--- src/rtl/load_frequency_governor_step_assert.svh ---
// Assertion macros shared by the RTL; empty when NO_ASSERTIONS is set.
`ifndef LOAD_FREQUENCY_GOVERNOR_STEP_ASSERT_SVH
`define LOAD_FREQUENCY_GOVERNOR_STEP_ASSERT_SVH
`ifndef NO_ASSERTIONS
`define LFG_ASSERT_NOW(lbl, ante, cons) \
  lbl: assert property (@(posedge clk_i) disable iff (!rst_ni) (ante) |-> (cons)) \
    else $error("lfg: same-cycle check failed");
`define LFG_ASSERT_NEXT(lbl, ante, cons) \
  lbl: assert property (@(posedge clk_i) disable iff (!rst_ni) (ante) |=> (cons)) \
    else $error("lfg: next-cycle check failed");
`else
`define LFG_ASSERT_NOW(lbl, ante, cons)
`define LFG_ASSERT_NEXT(lbl, ante, cons)
`endif
`endif

--- src/rtl/lfg_pkg.sv ---
`default_nettype none

package lfg_pkg;

  localparam int unsigned FREQ_W    = 22;
  localparam int unsigned LOAD_W    = 7;
  localparam int unsigned CFG_IDX_W = 3;
  // operand a is a frequency plus the base delta, one bit wider
  localparam int unsigned OPA_W     = FREQ_W + 1;
  localparam int unsigned PROD_W    = OPA_W + LOAD_W;
  // dividend for the divide by 25 after the /4 or /8 shift
  localparam int unsigned DIV_W     = PROD_W - 2;
  localparam int unsigned RECIP_W   = 29;
  localparam int unsigned RECIP_SHIFT = 33;
  localparam int unsigned MULQ_W    = DIV_W + RECIP_W;
  localparam int unsigned QUOT_W    = MULQ_W - RECIP_SHIFT;
  localparam int unsigned SUM_W     = QUOT_W + 1;

  typedef logic [FREQ_W-1:0]    freq_t;
  typedef logic [LOAD_W-1:0]    load_t;
  typedef logic [CFG_IDX_W-1:0] cfg_idx_t;
  typedef logic [QUOT_W-1:0]    quot_t;

  localparam cfg_idx_t REG_DOWN_THR  = 3'd0;
  localparam cfg_idx_t REG_UP_THR    = 3'd1;
  localparam cfg_idx_t REG_FAST_THR  = 3'd2;
  localparam cfg_idx_t REG_HS_TARGET = 3'd3;
  localparam cfg_idx_t REG_MIN_FREQ  = 3'd4;
  localparam cfg_idx_t REG_MAX_FREQ  = 3'd5;

  localparam load_t RST_DOWN_THR  = 7'd30;
  localparam load_t RST_UP_THR    = 7'd70;
  localparam load_t RST_FAST_THR  = 7'd95;
  localparam freq_t RST_HS_TARGET = 22'd1836000;
  localparam freq_t RST_MIN_FREQ  = 22'd0;
  localparam freq_t RST_MAX_FREQ  = 22'h3FFFFF;

  localparam freq_t FREQ_MAX    = 22'h3FFFFF;
  localparam freq_t BOOST_FLOOR = 22'd1428000;
  localparam logic [OPA_W-1:0] BASE_DELTA = 23'd10000;
  localparam load_t LOAD_CAP = 7'd110;
  // ceil(2^33 / 25): exact floor division for dividends below 2^28
  localparam logic [RECIP_W-1:0] RECIP_25 = 29'd343597384;

  typedef enum logic [2:0] {
    BR_NONE,
    BR_NOTICE,
    BR_BOOST,
    BR_DOWN,
    BR_FAST,
    BR_HIGH
  } branch_e;

  typedef struct packed {
    load_t down_thr;
    load_t up_thr;
    load_t fast_thr;
    freq_t hs_target;
    freq_t min_freq;
    freq_t max_freq;
  } cfg_t;

  typedef struct packed {
    logic  req_valid;
    freq_t target;
    logic  high;
  } result_t;

endpackage

`default_nettype wire

--- src/rtl/lfg_rule.sv ---
`default_nettype none

// Final rule stage: sets the kept request from the scaled step or a notice.
module lfg_rule (
  input  lfg_pkg::cfg_t    cfg_i,
  input  lfg_pkg::branch_e br_i,
  input  lfg_pkg::quot_t   quot_i,
  input  lfg_pkg::freq_t   cur_i,
  input  lfg_pkg::freq_t   nf_i,
  input  logic             cur_lt_hs_i,
  input  lfg_pkg::freq_t   req_i,
  output lfg_pkg::freq_t   req_o,
  output lfg_pkg::result_t res_o
);
  import lfg_pkg::*;

  logic [SUM_W-1:0] sum;
  logic [SUM_W-1:0] boost_t;
  freq_t            diff;
  freq_t            hs_step;

  assign sum     = {3'b0, req_i} + {1'b0, quot_i};
  assign boost_t = {1'b0, quot_i} + {3'b0, cfg_i.min_freq};
  assign diff    = req_i - quot_i[FREQ_W-1:0];

  always_comb begin
    req_o   = req_i;
    res_o   = '0;
    hs_step = cfg_i.hs_target;
    unique case (br_i)
      BR_NOTICE: begin
        if (req_i > cfg_i.max_freq || req_i < cfg_i.min_freq) begin
          req_o = nf_i;
        end
      end
      BR_BOOST: begin
        if (boost_t < {3'b0, BOOST_FLOOR}) begin
          req_o = BOOST_FLOOR;
        end else if (boost_t > {3'b0, FREQ_MAX}) begin
          req_o = FREQ_MAX;
        end else begin
          req_o = boost_t[FREQ_W-1:0];
        end
        res_o.req_valid = 1'b1;
        res_o.high      = req_o > cur_i;
      end
      BR_DOWN: begin
        if ({2'b0, req_i} > quot_i) begin
          req_o = (diff < cfg_i.min_freq) ? cfg_i.min_freq : diff;
        end else begin
          req_o = cfg_i.min_freq;
        end
        res_o.req_valid = 1'b1;
      end
      BR_FAST: begin
        if (req_i != cfg_i.max_freq) begin
          req_o = (sum > {3'b0, cfg_i.max_freq}) ? cfg_i.max_freq : sum[FREQ_W-1:0];
          res_o.req_valid = 1'b1;
          res_o.high      = 1'b1;
        end
      end
      BR_HIGH: begin
        if (req_i != cfg_i.hs_target) begin
          if (cur_lt_hs_i && sum <= {3'b0, cfg_i.hs_target}) begin
            hs_step = sum[FREQ_W-1:0];
          end
          req_o = (hs_step > cfg_i.max_freq) ? cfg_i.max_freq : hs_step;
          res_o.req_valid = 1'b1;
          res_o.high      = 1'b1;
        end
      end
      BR_NONE: begin
      end
      default: begin
      end
    endcase
    if (res_o.req_valid) begin
      res_o.target = req_o;
    end
  end

endmodule

`default_nettype wire

--- config.mk ---
export PLATFORM = sky130hd
export DESIGN_NAME = lfg_rule
export DESIGN_NICKNAME = d
export VERILOG_FILES = /design/src/rtl/load_frequency_governor_step_assert.svh /design/src/rtl/lfg_pkg.sv /design/src/rtl/lfg_rule.sv
export SDC_FILE = /design/constraint.sdc
export NUM_CORES = 1
export LEC_CHECK = 0
export ABC_AREA = 1
export BUFFER_PORTS_ARGS = -buffer_cell sky130_fd_sc_hd__buf_2
export CAP_MARGIN = 30
export CORE_MARGIN = 1
export CORE_UTILIZATION = 32
export DETAILED_ROUTE_END_ITERATION = 8
export GPL_TIMING_DRIVEN = 1
export PLACE_DENSITY_LB_ADDON = 0.15
export SYNTH_ARGS = -nofsm -noshare
export SYNTH_HDL_FRONTEND = slang
export SYNTH_SLANG_ARGS = --single-unit
--- constraint.sdc ---
create_clock -name vclk -period 10
set_input_delay 2 -clock vclk [all_inputs]
set_output_delay 2 -clock vclk [all_outputs]
set_load 0.05 [all_outputs]
Word-level counts from Yosys, hierarchy flattened --
Cells that the tools add are included. W data, S select, Z words.
Cells by class: mux-type cells 19, order comparisons 10, equal/unequal tests 7, reductions and logical operators 3, $add $sub $neg 3
Operators by type and width (count):
- $mux W22 | 14
- $pmux W22 S5 | 1
- $gt A22 B22 Y1 | 3
- $lt A22 B22 Y1 | 2
- $ne A22 B22 Y1 | 2
- $add A22 B24 Y25 | 1
- $add A24 B22 Y25 | 1
- $gt A25 B22 Y1 | 1
- $gt A25 B22 Y1 const B | 1
- $le A25 B22 Y1 | 1
- $lt A25 B21 Y1 const B | 1
- $gt A22 B24 Y1 | 1
- $sub A22 B22 Y22 | 1
- $eq A3 B2 Y1 const B | 2
- $eq A3 B3 Y1 const B | 2
- $pmux W1 S3 | 2
- $eq A3 B1 Y1 const B | 1
- $mux W1 | 2
- $reduce_or A2 Y1 | 1
- $logic_and A1 B1 Y1 | 1
- $logic_or A1 B1 Y1 | 1
Word-level totals: word-level logic and storage cells 42, input port bits 181, bits in registers 0, output and inout port bits 46

Depth between registers and ports, before layout --
depth after elaboration 11, gate-level depth with buffers 46

Worst setup path after synthesis --
OpenSTA, ideal clock, no wires.
path kind input -> output, start point input quot_i[0], end point output res_o[21] (netlist name), setup slack 655 ps, path buffers 2, arrival 7345 ps, stages 42, data required time 8000 ps, path through ha_1 -> inv_1 -> fa_1 -> o21ai_0 -> nand2_1 -> nand2_1 -> nand2_1 -> nand2_1 -> inv_1 -> o21bai_1 -> xor2_1 -> ha_1 -> nand2_1 -> o21bai_1 -> a21oi_1 -> nor2_1 -> nand2_1 -> nand2_1 -> [6 not listed] -> and2_1 -> ha_1 -> nand2_1 -> inv_1 -> nor2_1 -> nor2_1 -> a211oi_1 -> nor2_1 -> o21ai_0 -> nand3_1 -> nand2_1 -> clkbuf_1 -> nand3_1 -> nand2_1 -> nand2_1 -> nand3_1 -> nand2_1 -> nor2_1
RTL lines:
- start: declaration | line lfg_rule.sv:7 | input lfg_pkg::quot_t quot_i,
- end: declaration | line lfg_rule.sv:13 | output lfg_pkg::result_t res_o

==> summary.md <==
| Metric | Value |
|---|---|
| FP Rows | 70 |
| Util after Layout | 40.3% |
| WS Path Type | in2out |
| Main combinational cell family by area after synthesis | simple AND/OR/NAND/NOR gates |
| DIE HEIGHT | 196 µm |
| Post-DP HPWL | 51,900 µm |
| Initial Util | 32.8% |
| Minimum clock period | 9.80 ns |
| Unique masters post-synth | 46 |
| Die width | 196 µm |
| Initial antenna violation count | 0 |
| Seq cells | 0 |
| Routed wire length | 61,300 µm |
| Port bufs | 206 |
| Register area | 0 µm² |
| Reg power frac | 0% |
| CP Capture Type | output port |
| DP Worst Slack | -0.0662 ns |
| CP max-delay cell | ha_1 |
| Required time worst endpoint | 8.00 ns |
| Seq/Total Area, Yosys | 0% |
| VDD IR max | 0.0309 mV |
| Delay of the slowest cell on the worst path | 0.43 ns |
| Most common cell after layout, fill and taps aside | nand2_1 |
| GPL Wtd Cong | 0.998 |
| Max Transition Viols Final | 0 |
| Placed cell area | 14,100 µm² |
| Residual DRC count | 0 |
| Final ANT Viol Nets | 0 |
| Core area | 36,900 µm² |
| Critical Path Fanout Max | 8 |
| Clock buffers | 0 |
| Hold Path Class | in2out |
| Pre-antenna DRT Iters | 5 |
| Max frequency | 102 MHz |
| Final Setup Violations | 0 |
| Post-synthesis mux area share | 0% |
| Max_slew headroom | 16.5% |
| Diode count | 0 |
| Max cap viols | 0 |
| Nets | 2,864 |
| Status | complete, no violations |
| Synth Area in XOR/XNOR | 4.34% |
| Fin. Hold Viols | 0 |
| CP arrival | 7.80 ns |
| First-pass GRT wire length | 88,000 µm |
| Synth Warn # | 0 |
| Vias in the first global route | 14,300 |
| Most frequent cells in the layout | 531 x nand2_1, 394 x inv_1, 215 x nand3_1, 205 x ha_1, 170 x a21oi_1 |
| Pin count of the biggest net entering global routing | 46 |
| Logic pwr share | 100.0% |
| Adder-cell share of the synthesized area | 23.1% |
| Tot Pwr | 1.29 mW |
| Layout cells sized above 1 | 19.3% |
| Syn avg cell area | 5.45 µm² |
| NetSw | 0.850 mW |
| Mapped Cells | 2,218 |
| Actual slew at the worst max-slew pin | 1.25 ns |
| Net Sw Frac | 65.9% |
| Final setup margin | 0.198 ns |
| Tcrit/Tclk final | 98.0% |
| Final instance area | 14,900 µm² |
| Internal power | 0.439 mW |
| Hold-fix buffers at CTS | 0 |
| Overflow after GRT | 0 |
| Synthesized area | 12,100 µm² |
| Wire per inst | 20.7 µm |
| Syn nets | 2,620 |
| CP most frequent cell | nand2_1 |
| Clock share of power | 0% |
| Hold WS | 4.65 ns |
| Power Dens Cells | 86.6 nW/µm² |
| Compound-gate portion of the synthesized area | 16.8% |
| Post-synthesis simple-gate area fraction | 39.7% |
| Worst Setup Start Kind | input pin |
| I/O pins | 227 |
| DIE AREA | 38,500 µm² |
| Area of the multi-input gates | 10,500 µm² |
| Leak pwr | 8.54 nW |
| Area delta synth->final | 23.2% |
| Fill cells | 4,247 |
| Vias/cell | 5.24 |
| Initial DRC count | 1,447 |
| Overall routing resource usage | 30.6% |
| Detailed-route via count | 15,500 |
repair_timing:
item | in CTS | in global routing
gates resized for setup | 1 | 214
pin swaps | 1 | 32
hold endpoints to repair | 0 | 0
gates cloned | 0 | 5
setup buffers | 1 | 8
setup endpoints to repair | 29 | 44
logic make-up (layout without fill, tap and decap cells):
logic type	Yosys count	count (layout)
adders and majority gates	221	221
xor gates and xnor gates	59	59
AOI/OAI and AO/OA	359	359
buffers and inverters	488	730
and+or+nand+nor	1091	1091
final cells by class:
cell class	instances	share of cell area [%]
Tap cell	504	4.24
Timing Repair Buffer	308	14.4
Multi-Input combinational cell	1730	70.7
Inverter	422	10.7
routing by layer:
metal	track usage (%)	vias to the layer above	wire length, µm
li1	-	7678	-
met1	41.5	7136	27200
met2	52.0	636	27800
met3	2.13	88	4260
met4	7.73	0	1910
met5	0	-	0
worst max-delay path: cells and delay by family:
kind,cells,cell delay (ns)
xor+xnor,1,0.23
simple gates,21,2.70
fa+ha+maj,3,0.91
compound gates,4,0.81
buf+inv,8,1.10
final timing paths:
check | startpoint | to | slack, ns | depth (start not counted)
min | req_i[2] | res_o[3] | 4.65 | 6
max | quot_i[13] | res_o[14] | 0.20 | 37
per-stage QoR:
step / std cells / TNS [ns]
floorplan: 2218 / 0
global placement: 2950 / 0
detailed placement: 2950 / -0.669
CTS: 2951 / 0
global route: 2964 / -2.74
finish: 2964 / 0
synth_stat cells (6+ instances only):
| cell type | number | area share [%] |
|---|---|---|
| and2_1 | 17 | 0.88 |
| nand3_1 | 219 | 9.1 |
| o211ai_1 | 15 | 0.93 |
| nor2_2 | 9 | 0.47 |
| xnor2_1 | 14 | 1.0 |
| nor2_1 | 160 | 5.0 |
| buf_2 | 16 | 0.66 |
| nand4_1 | 48 | 2.5 |
| ha_1 | 218 | 23 |
| o21ai_0 | 104 | 4.3 |
| a21oi_1 | 174 | 7.2 |
| o21a_1 | 12 | 0.75 |
| nor4_1 | 8 | 0.41 |
| inv_2 | 23 | 0.71 |
| o211ai_2 | 10 | 1.0 |
| a31oi_1 | 8 | 0.41 |
| nand2_1 | 563 | 17 |
| a21o_1 | 6 | 0.37 |
| o21bai_1 | 10 | 0.62 |
| clkbuf_1 | 34 | 1.1 |
| nand3_2 | 6 | 0.50 |
| nor3_1 | 23 | 0.95 |
| o21ai_1 | 7 | 0.29 |
| nand3b_1 | 6 | 0.37 |
| xor2_1 | 44 | 3.2 |
| inv_1 | 396 | 12 |
| nand2_2 | 22 | 1.1 |
| buf_6 | 10 | 0.93 |
power by group through the flow:
stage | clock (mW) | combinational, mW | sequential [mW]
finish | 0 | 1.29 | 0
floorplan | 0 | 0.754 | 0
detailed placement | 0 | 1.17 | 0
global placement | 0 | 1.17 | 0
global route | 0 | 1.41 | 0
CTS | 0 | 1.18 | 0
Note: power is estimated with default switching activity, not from simulation.
